`src/design/srl_pkg.sv`:
```
// Shared constants, types and control codes for the stereo linear resampler.
`default_nettype none

package srl_pkg;

  // Fixed-point format of the phase and the length cap of one run.
  localparam int PHASE_FRAC_BITS = 16;
  localparam int MAX_RUN         = 8;

  // Field and register widths.
  localparam int SAMPLE_W  = 16;
  localparam int STEP_W    = 19;
  localparam int GAIN_W    = 16;
  localparam int CFG_IDX_W = 1;
  localparam int CFG_DATA_W = (STEP_W > GAIN_W) ? STEP_W : GAIN_W;

  // Phase accumulator holds a value below one plus one step.
  localparam int PHASE_W = ((PHASE_FRAC_BITS > STEP_W) ? PHASE_FRAC_BITS : STEP_W) + 1;
  localparam logic [PHASE_W-1:0] PHASE_ONE = PHASE_W'(1) << PHASE_FRAC_BITS;

  // Run counter indexes results 0 .. MAX_RUN-1.
  localparam int RUN_W = (MAX_RUN > 1) ? $clog2(MAX_RUN) : 1;
  localparam logic [RUN_W-1:0] RUN_LAST = RUN_W'(MAX_RUN - 1);

  // Register reset values.
  localparam logic [STEP_W-1:0] STEP_RESET = STEP_W'(83116);
  localparam logic [GAIN_W-1:0] GAIN_RESET = GAIN_W'(256);

  // Datapath widths.
  localparam int DIFF_W  = SAMPLE_W + 1;
  localparam int IV_W    = SAMPLE_W + PHASE_FRAC_BITS + 2;
  localparam int MAG_W   = SAMPLE_W + PHASE_FRAC_BITS;
  localparam int MULA_W  = MAG_W + 1;
  localparam int MULB_A  = (DIFF_W > PHASE_FRAC_BITS + 1) ? DIFF_W : PHASE_FRAC_BITS + 1;
  localparam int MULB_W  = (MULB_A > GAIN_W + 1) ? MULB_A : GAIN_W + 1;
  localparam int PROD_W  = MULA_W + MULB_W;

  // Gained magnitude is clamped to 2^(24+F) before the final scaling.
  localparam int CAP_W = 25 + PHASE_FRAC_BITS;
  localparam logic [CAP_W-1:0] MAG_CAP = {1'b1, {(CAP_W-1){1'b0}}};

  // Scaling by 32767/32768 is (x << 15) - x followed by a right shift.
  localparam int TRIM_BITS   = 15;
  localparam int SCALED_W    = CAP_W + TRIM_BITS;
  localparam int SCALE_SHIFT = 23 + PHASE_FRAC_BITS;
  localparam int Q_W         = SCALED_W - SCALE_SHIFT;

  // Saturation limits.
  localparam logic [Q_W-1:0] Q_POS_MAX = Q_W'(32767);
  localparam logic [Q_W-1:0] Q_NEG_MAX = Q_W'(32768);
  localparam logic signed [SAMPLE_W-1:0] SAMPLE_MAX = 16'sh7fff;
  localparam logic signed [SAMPLE_W-1:0] SAMPLE_MIN = 16'sh8000;

  // Configuration register indexes.
  typedef enum logic [CFG_IDX_W-1:0] {
    CFG_PHASE_STEP  = 1'b0,
    CFG_OUTPUT_GAIN = 1'b1
  } srl_cfg_t;

  // Sequencer states.
  typedef enum logic [2:0] {
    ST_IDLE,
    ST_DIFF,
    ST_ABS,
    ST_GAIN,
    ST_CLAMP,
    ST_SCALE,
    ST_OUT
  } srl_state_t;

  // Operation of the shared arithmetic unit in one cycle.
  typedef enum logic [2:0] {
    OP_NONE,
    OP_DIFF,
    OP_ABS,
    OP_GAIN,
    OP_CLAMP,
    OP_SCALE
  } srl_op_t;

  // Control from the sequencer to the datapath.
  typedef struct packed {
    srl_op_t op;
    logic    chan;
    logic    load_prev;
    logic    load_cur;
    logic    commit;
  } srl_ctrl_t;

endpackage

`default_nettype wire

```
`src/design/stereo_linear_resampler_unit.sv`:
```
// Stereo linear-interpolation resampler: top level with configuration registers.
//
// Usage: one stereo input item (left_in, right_in) is taken on in_valid with
// in_stall low. The first item after reset only primes the sample history.
// Each later item yields zero to MAX_RUN result items on the output channel
// (left_out, right_out, last_of_run), in order; last_of_run marks the final
// result that the item causes.
// Operation: every result passes through the shared unit in five steps per
// channel through one multiplier, then waits in the output register until
// out_stall is low. An item holds the block until its last result has been
// taken; an item with no result is taken without starting the unit. in_stall
// is high from acceptance until the last result has been taken.
// A stall on the output holds the result and freezes the sequencer.
// Reset clears the phase, the primed flag and the sequencer, and loads
// phase_step = 83116 and output_gain = 256. Configuration writes through
// cfg_write, cfg_index and cfg_data take effect at once and belong to idle time.
`default_nettype none

module stereo_linear_resampler_unit import srl_pkg::*; (
  input  logic                       clk,
  input  logic                       rst,
  input  logic                       cfg_write,
  input  logic [CFG_IDX_W-1:0]       cfg_index,
  input  logic [CFG_DATA_W-1:0]      cfg_data,
  input  logic                       in_valid,
  output logic                       in_stall,
  input  logic signed [SAMPLE_W-1:0] left_in,
  input  logic signed [SAMPLE_W-1:0] right_in,
  output logic                       out_valid,
  input  logic                       out_stall,
  output logic signed [SAMPLE_W-1:0] left_out,
  output logic signed [SAMPLE_W-1:0] right_out,
  output logic                       last_of_run
);

  logic [STEP_W-1:0]          phase_step;
  logic [GAIN_W-1:0]          output_gain;
  logic [PHASE_FRAC_BITS-1:0] frac;
  srl_ctrl_t                  ctrl;

  // Configuration registers.
  always_ff @(posedge clk) begin
    if (rst) begin
      phase_step  <= STEP_RESET;
      output_gain <= GAIN_RESET;
    end else if (cfg_write) begin
      case (cfg_index)
        CFG_PHASE_STEP:  phase_step  <= cfg_data[STEP_W-1:0];
        CFG_OUTPUT_GAIN: output_gain <= cfg_data[GAIN_W-1:0];
        default: begin
        end
      endcase
    end
  end

  srl_sequencer u_seq (
    .clk         (clk),
    .rst         (rst),
    .in_valid    (in_valid),
    .out_stall   (out_stall),
    .phase_step  (phase_step),
    .in_stall    (in_stall),
    .out_valid   (out_valid),
    .last_of_run (last_of_run),
    .frac        (frac),
    .ctrl        (ctrl)
  );

  srl_datapath u_dp (
    .clk       (clk),
    .ctrl      (ctrl),
    .left_in   (left_in),
    .right_in  (right_in),
    .frac      (frac),
    .gain      (output_gain),
    .left_res  (left_out),
    .right_res (right_out)
  );

`ifndef SYNTHESIS
  // No new item is taken while a result is offered.
  a_no_accept_while_out: assert property (@(posedge clk) disable iff (rst)
    out_valid |-> in_stall)
    else $error("input accepted while a result is pending");

  // A result is never offered directly after acceptance; the unit steps come first.
  a_no_instant_result: assert property (@(posedge clk) disable iff (rst)
    (in_valid && !in_stall) |=> !out_valid)
    else $error("result offered right after acceptance");

  // Taking the last result of a run returns the block to idle.
  a_last_ends_run: assert property (@(posedge clk) disable iff (rst)
    (out_valid && !out_stall && last_of_run) |=> (!out_valid && !in_stall))
    else $error("block not idle after the last result of a run");
`endif

endmodule

`default_nettype wire

```
`src/design/srl_datapath.sv`:
```
// Sample registers and the shared multiply, magnitude, clamp and scale unit.
`default_nettype none

module srl_datapath import srl_pkg::*; (
  input  logic                       clk,
  input  srl_ctrl_t                  ctrl,
  input  logic signed [SAMPLE_W-1:0] left_in,
  input  logic signed [SAMPLE_W-1:0] right_in,
  input  logic [PHASE_FRAC_BITS-1:0] frac,
  input  logic [GAIN_W-1:0]          gain,
  output logic signed [SAMPLE_W-1:0] left_res,
  output logic signed [SAMPLE_W-1:0] right_res
);

  logic signed [SAMPLE_W-1:0] prev_left;
  logic signed [SAMPLE_W-1:0] prev_right;
  logic signed [SAMPLE_W-1:0] cur_left;
  logic signed [SAMPLE_W-1:0] cur_right;
  logic signed [PROD_W-1:0]   prod;
  logic [MAG_W-1:0]           mag;
  logic                       neg;
  logic [CAP_W-1:0]           gm;

  logic signed [SAMPLE_W-1:0] a_sel;
  logic signed [SAMPLE_W-1:0] b_sel;
  logic signed [DIFF_W-1:0]   diff;
  logic signed [MULA_W-1:0]   mul_a;
  logic signed [MULB_W-1:0]   mul_b;
  logic signed [PROD_W-1:0]   mul_p;
  logic signed [IV_W-1:0]     a_ext;
  logic signed [IV_W-1:0]     iv;
  logic [MAG_W-1:0]           mag_calc;
  logic [PROD_W-2:0]          gp;
  logic [CAP_W-1:0]           gm_calc;
  logic [SCALED_W-1:0]        scaled;
  logic [Q_W-1:0]             q;
  logic signed [SAMPLE_W-1:0] sat;

  // Operands of the channel being worked on.
  always_comb begin
    a_sel = ctrl.chan ? prev_right : prev_left;
    b_sel = ctrl.chan ? cur_right : cur_left;
    diff  = {b_sel[SAMPLE_W-1], b_sel} - {a_sel[SAMPLE_W-1], a_sel};
  end

  // Shared multiplier: difference times phase, then magnitude times gain.
  always_comb begin
    case (ctrl.op)
      OP_DIFF: begin
        mul_a = MULA_W'(diff);
        mul_b = MULB_W'(frac);
      end
      OP_GAIN: begin
        mul_a = MULA_W'(mag);
        mul_b = MULB_W'(gain);
      end
      default: begin
        mul_a = '0;
        mul_b = '0;
      end
    endcase
  end
  assign mul_p = mul_a * mul_b;

  // Interpolated value and its magnitude.
  always_comb begin
    a_ext    = IV_W'(a_sel);
    iv       = (a_ext <<< PHASE_FRAC_BITS) + IV_W'(prod);
    mag_calc = iv[IV_W-1] ? MAG_W'(-iv) : MAG_W'(iv);
  end

  // Clamp of the gained magnitude.
  always_comb begin
    gp = prod[PROD_W-2:0];
    if (gp > {{(PROD_W-1-CAP_W){1'b0}}, MAG_CAP}) begin
      gm_calc = MAG_CAP;
    end else begin
      gm_calc = gp[CAP_W-1:0];
    end
  end

  // Scale by 32767/32768, truncate and saturate with the sign restored.
  always_comb begin
    scaled = {gm, {TRIM_BITS{1'b0}}} - SCALED_W'(gm);
    q      = scaled[SCALED_W-1:SCALE_SHIFT];
    if (neg) begin
      sat = (q > Q_NEG_MAX) ? SAMPLE_MIN : SAMPLE_W'(-q);
    end else begin
      sat = (q > Q_POS_MAX) ? SAMPLE_MAX : SAMPLE_W'(q);
    end
  end

  // Sample history.
  always_ff @(posedge clk) begin
    if (ctrl.load_prev) begin
      prev_left  <= left_in;
      prev_right <= right_in;
    end else if (ctrl.commit) begin
      prev_left  <= cur_left;
      prev_right <= cur_right;
    end
    if (ctrl.load_cur) begin
      cur_left  <= left_in;
      cur_right <= right_in;
    end
  end

  // Working registers of the shared unit.
  always_ff @(posedge clk) begin
    case (ctrl.op)
      OP_DIFF, OP_GAIN: begin
        prod <= mul_p;
      end
      OP_ABS: begin
        mag <= mag_calc;
        neg <= iv[IV_W-1];
      end
      OP_CLAMP: begin
        gm <= gm_calc;
      end
      OP_SCALE: begin
        if (ctrl.chan) begin
          right_res <= sat;
        end else begin
          left_res <= sat;
        end
      end
      default: begin
      end
    endcase
  end

endmodule

`default_nettype wire

```
`src/design/srl_sequencer.sv`:
```
// Sequencer: phase accumulator, run counter and the per-result step order.
`default_nettype none

module srl_sequencer import srl_pkg::*; (
  input  logic                       clk,
  input  logic                       rst,
  input  logic                       in_valid,
  input  logic                       out_stall,
  input  logic [STEP_W-1:0]          phase_step,
  output logic                       in_stall,
  output logic                       out_valid,
  output logic                       last_of_run,
  output logic [PHASE_FRAC_BITS-1:0] frac,
  output srl_ctrl_t                  ctrl
);

  srl_state_t         state;
  srl_state_t         state_next;
  logic               chan;
  logic               chan_next;
  logic [RUN_W-1:0]   run;
  logic [PHASE_W-1:0] phase_acc;
  logic               primed;
  logic               last;

  logic [PHASE_W-1:0] phase_sum;
  logic               below_one;
  logic               accept;
  logic               last_calc;
  logic               out_take;

  always_comb begin
    phase_sum = phase_acc + PHASE_W'(phase_step);
    below_one = phase_acc < PHASE_ONE;
    accept    = (state == ST_IDLE) && in_valid;
    last_calc = (phase_sum >= PHASE_ONE) || (run == RUN_LAST);
    out_take  = (state == ST_OUT) && !out_stall;
  end

  // Next state: five unit steps per channel, then the result is offered.
  always_comb begin
    state_next = state;
    chan_next  = chan;
    case (state)
      ST_IDLE: begin
        if (in_valid && primed && below_one) begin
          state_next = ST_DIFF;
          chan_next  = 1'b0;
        end
      end
      ST_DIFF:  state_next = ST_ABS;
      ST_ABS:   state_next = ST_GAIN;
      ST_GAIN:  state_next = ST_CLAMP;
      ST_CLAMP: state_next = ST_SCALE;
      ST_SCALE: begin
        if (chan) begin
          state_next = ST_OUT;
        end else begin
          state_next = ST_DIFF;
          chan_next  = 1'b1;
        end
      end
      ST_OUT: begin
        if (!out_stall) begin
          state_next = last ? ST_IDLE : ST_DIFF;
          chan_next  = 1'b0;
        end
      end
      default: state_next = ST_IDLE;
    endcase
  end

  // Outputs of the sequencer.
  always_comb begin
    in_stall       = (state != ST_IDLE);
    out_valid      = (state == ST_OUT);
    last_of_run    = last;
    frac           = phase_acc[PHASE_FRAC_BITS-1:0];
    ctrl.chan      = chan;
    ctrl.load_prev = accept && !(primed && below_one);
    ctrl.load_cur  = accept && primed && below_one;
    ctrl.commit    = out_take && last;
    case (state)
      ST_DIFF:  ctrl.op = OP_DIFF;
      ST_ABS:   ctrl.op = OP_ABS;
      ST_GAIN:  ctrl.op = OP_GAIN;
      ST_CLAMP: ctrl.op = OP_CLAMP;
      ST_SCALE: ctrl.op = OP_SCALE;
      default:  ctrl.op = OP_NONE;
    endcase
  end

  // State, phase and run bookkeeping.
  always_ff @(posedge clk) begin
    if (rst) begin
      state     <= ST_IDLE;
      chan      <= 1'b0;
      run       <= '0;
      phase_acc <= '0;
      primed    <= 1'b0;
      last      <= 1'b0;
    end else begin
      state <= state_next;
      chan  <= chan_next;
      if (accept) begin
        primed <= 1'b1;
        run    <= '0;
        if (primed && !below_one) begin
          phase_acc <= phase_acc - PHASE_ONE;
        end
      end
      if ((state == ST_SCALE) && chan) begin
        last <= last_calc;
      end
      if (out_take) begin
        if (last) begin
          phase_acc <= (phase_sum >= PHASE_ONE) ? phase_sum - PHASE_ONE : '0;
        end else begin
          phase_acc <= phase_sum;
          run       <= run + RUN_W'(1);
        end
      end
    end
  end

endmodule

`default_nettype wire

```
`config.mk`:
```
export PLATFORM = sky130hd
export DESIGN_NAME = stereo_linear_resampler_unit
export DESIGN_NICKNAME = d
export VERILOG_FILES = /design/src/design/srl_pkg.sv /design/src/design/stereo_linear_resampler_unit.sv /design/src/design/srl_datapath.sv /design/src/design/srl_sequencer.sv
export SDC_FILE = /design/constraint.sdc
export NUM_CORES = 2
export LEC_CHECK = 0
export ABC_AREA = 1
export BUFFER_PORTS_ARGS = -buffer_cell sky130_fd_sc_hd__buf_2
export CAP_MARGIN = 10
export CORE_ASPECT_RATIO = 0.8
export CORE_MARGIN = 4
export CORE_UTILIZATION = 55
export DETAILED_ROUTE_END_ITERATION = 12
export PLACE_DENSITY = 0.72
export SLEW_MARGIN = 20
export SYNTH_ARGS = -nofsm -noshare
export SYNTH_HDL_FRONTEND = slang
export SYNTH_SLANG_ARGS = --single-unit
```
`constraint.sdc`:
```
create_clock -name clk -period 14.9 [get_ports clk]
set_input_delay 0 -clock clk [delete_from_list [all_inputs] [get_ports clk]]
set_output_delay 0 -clock clk [all_outputs]
set_load 0.03 [all_outputs]
```
==> impl_metrics.json <==
{
  "outcome": "finished, final reports clean",
  "critPathMostFrequentCell": "nand2_1",
  "detail_route.iter0.violations": 2851,
  "first_global_vias": 30000,
  "drt-wirelength-per-cell_um": 18.7,
  "critical_path.top_delay_family": "adder cells",
  "drcViolationCount": 0,
  "core_area_um2": 64600,
  "cp_data_required_time_ns": 15.24,
  "worstPathMaxFanout": 107,
  "cts_root_buffer": "clkbuf_16",
  "cts_sinks": 283,
  "fin_skew_ns": 0.0257,
  "drive_gt1_share_pct": 6.60,
  "routabilityCongestion": 0.962,
  "finalHoldViolations": 0,
  "maxSlewViolCount": 0,
  "synth-xor-area-share_pct": 2.72,
  "worstMarginPinSlew_ns": 1.13,
  "htree_levels": 1,
  "slowest_delay_ns": 0.82,
  "die_x_um": 294,
  "rsz0062_at_grt": "no",
  "n_antenna_cell": 0,
  "ant_nets": 0,
  "worst_slew_margin_rel_pct": 24.3,
  "grt_max_degree": 108,
  "ys_seq_area_share_pct": 21.8,
  "syn-num-nets": 5306,
  "num_rows": 83,
  "yosys.area_share.adder_pct": 34.8,
  "synth-compound-area-share_pct": 6.72,
  "synth_cells": 4546,
  "fin_nets": 5419,
  "die_area_um2": 69800,
  "p_per_area_nw_per_um2": 76.6,
  "cts_tree": "yes",
  "hold_class": "primary input to register",
  "vias": 30000,
  "setup_viol": 0,
  "async_flop_share_pct": 0,
  "syn2layout_area_growth_pct": 8.39,
  "io_buffers": 91,
  "yosys_warnings": 0,
  "cp.buffers_inverters": 7,
  "place_hpwl_mm": 82.6,
  "die_h_um": 237,
  "synth.avg_cell_area_um2": 7.94,
  "fmax_mhz": 102,
  "ioPinCount": 92,
  "tns_ns": 0,
  "initial_core_util_pct": 55.9,
  "fin_cells": 5533,
  "dr.pass1.iters": 6,
  "min_period_over_period_pct": 66.0,
  "cap_violations": 0,
  "end_kind": "register",
  "yosysUniqueCellTypes": 56,
  "synth_mux_area_share_pct": 1.03,
  "cp-start-kind": "register",
  "synth-seq-cells": 283,
  "synth_simple_gate_area_share_pct": 20.8,
  "leakagePower_nw": 19.3,
  "critPathArrivalTime_ns": 10.18,
  "ys.flop_type": "edfxtp_1",
  "max-clock-path-buffers": 3,
  "routed_via_density": 5.41,
  "grt_pass1_wl_mm": 165,
  "worst-setup-path-type": "register to register",
  "synth_area_um2": 36100,
  "cts_buffers": 30,
  "synth_top_family_by_area": "adder cells",
  "placedCellCount": 5411,
  "track_usage_pct": 30.0,
  "fin_crit_ns": 9.83,
  "gr-total-overflow": 0,
  "ir_worst_vdd_mv": 0.0996,
  "synth-edff-count": 219,
  "antenna_found_initial": 0,
  "clk-insertion-delay-late_ns": 0.60,
  "wl_mm": 103,
  "clk_pin_slew_ns": 0.06,
  "slowest_stage": "buf_4"
}
[synthesized netlist by cell type, types with 3 or more instances]
library cell,number,area [µm²]
buf_1,3,11.3
or2_2,20,125
a22oi_1,14,105
ha_1,202,2530
o211ai_1,4,30.0
fa_1,501,10000
a21o_1,10,75.1
mux2_2,32,360
nand2_1,1110,4170
clkinv_1,8,30.0
buf_2,51,255
o21ai_1,13,65.1
nor2_2,19,119
nand2_2,12,75.1
xor2_1,75,657
nand3_2,8,80.1
buf_6,4,45.0
edfxtp_1,219,6580
o21ai_2,3,26.3
a21oi_1,247,1240
nand4_1,28,175
a31oi_1,8,50.1
xnor2_1,35,307
nand3_1,147,736
o21ai_0,104,521
o21a_1,8,60.1
a21boi_0,4,30.0
o21bai_1,9,67.6
inv_2,9,33.8
dfxtp_1,64,1280
inv_1,1008,3780
a22o_1,3,26.3
nand3b_1,17,128
clkbuf_1,53,199
nor2_1,421,1580
nor4_1,13,81.3
buf_4,3,22.5
nor3_1,30,150
[repair_timing]
action                    4_1_cts  5_1_grt
resized for setup               0        0
hold buffers                   66        0
hold endpoints to repair      127        0
setup buffers                   0        0
[kinds of logic (layout without fill, tap and decap cells)]
group,after synthesis,in the layout
flops,283,283
compound gates,442,442
xor+xnor,111,111
fa+ha+maj,703,703
simple gates,1835,1835
buf+inv,1139,1276
mux,33,33
[path summary, 6_finish.rpt]
check,startpoint,slack (ns),depth (start not counted),end
worst max-delay path,u_seq.chan$_SDFFE_PP0P_,5.07,40,u_dp.prod[47]$_DFFE_PN_
worst min-delay path,right_in[5],0.12,2,u_dp.cur_right[5]$_DFFE_PP_
worst max register to register,u_seq.chan$_SDFFE_PP0P_,5.07,40,u_dp.prod[47]$_DFFE_PN_
worst min register to register,u_dp.prod[0]$_DFFE_PN_,0.46,0,u_dp.mag[0]$_DFFE_PN_
[layout by cell type, fill, tap and decap left out, types with 38 or more instances in the layout]
| master | count |
|---|---|
| nand2_1 | 1109 |
| inv_1 | 1007 |
| fa_1 | 501 |
| nor2_1 | 416 |
| a21oi_1 | 247 |
| edfxtp_1 | 219 |
| ha_1 | 202 |
| nand3_1 | 147 |
| o21ai_0 | 103 |
| buf_2 | 91 |
| xor2_1 | 75 |
| dlygate4sd3_1 | 66 |
| dfxtp_1 | 64 |
| buf_4 | 38 |
[power breakdown]
part           leakage [nW]  internal (W)  switching [W]
combinational          16.2      0.000327       0.000797
sequential             2.59       0.00104      0.0000708
clock                 0.503      0.000442       0.000324
[registers in the layout (all words and copies together), names as in the netlist, 16 cells and up]
| name | count |
|---|---|
| u_dp.prod | 49 |
| u_dp.gm | 41 |
| u_dp.mag | 32 |
| u_seq.phase_acc | 20 |
| phase_step | 19 |
| output_gain | 16 |
| u_dp.cur_left | 16 |
| u_dp.cur_right | 16 |
| u_dp.left_res | 16 |
| u_dp.prev_left | 16 |
| u_dp.prev_right | 16 |
| u_dp.right_res | 16 |
[layout make-up]
cell class / count / area [µm²]
Clock buffer: 41 / 863
Clock inverter: 15 / 159
Fill cell: 5825 / 25500
Inverter: 1025 / 3850
Multi-Input combinational cell: 3124 / 23900
Sequential cell: 283 / 7860
Tap cell: 850 / 1060
Timing Repair Buffer: 195 / 1400
[per-layer routing]
layer	track usage, %	wire length (µm)
met1	44.5	46100
met2	45.1	44200
met3	7.69	11200
met4	5.49	1910
met5	0	0
[through the flow]
stage / cell area (µm²) / utilization [%] / hold slack [ns] / total power, W / setup slack, ns
after floorplan: 36100 / - / 0.0780 / 0.00186 / 5.82
after global placement: 37400 / 57.9 / 0.192 / 0.00218 / 5.52
after detailed placement: 37400 / 57.9 / 0.194 / 0.00218 / 5.29
after CTS: 39100 / 60.5 / 0.0856 / 0.00298 / 5.27
after global routing: 39100 / 60.5 / 0.118 / 0.00316 / 4.35
final: 39100 / 60.5 / 0.115 / 0.00300 / 5.07
No activity file was read; power rests on OpenSTA's default activity.
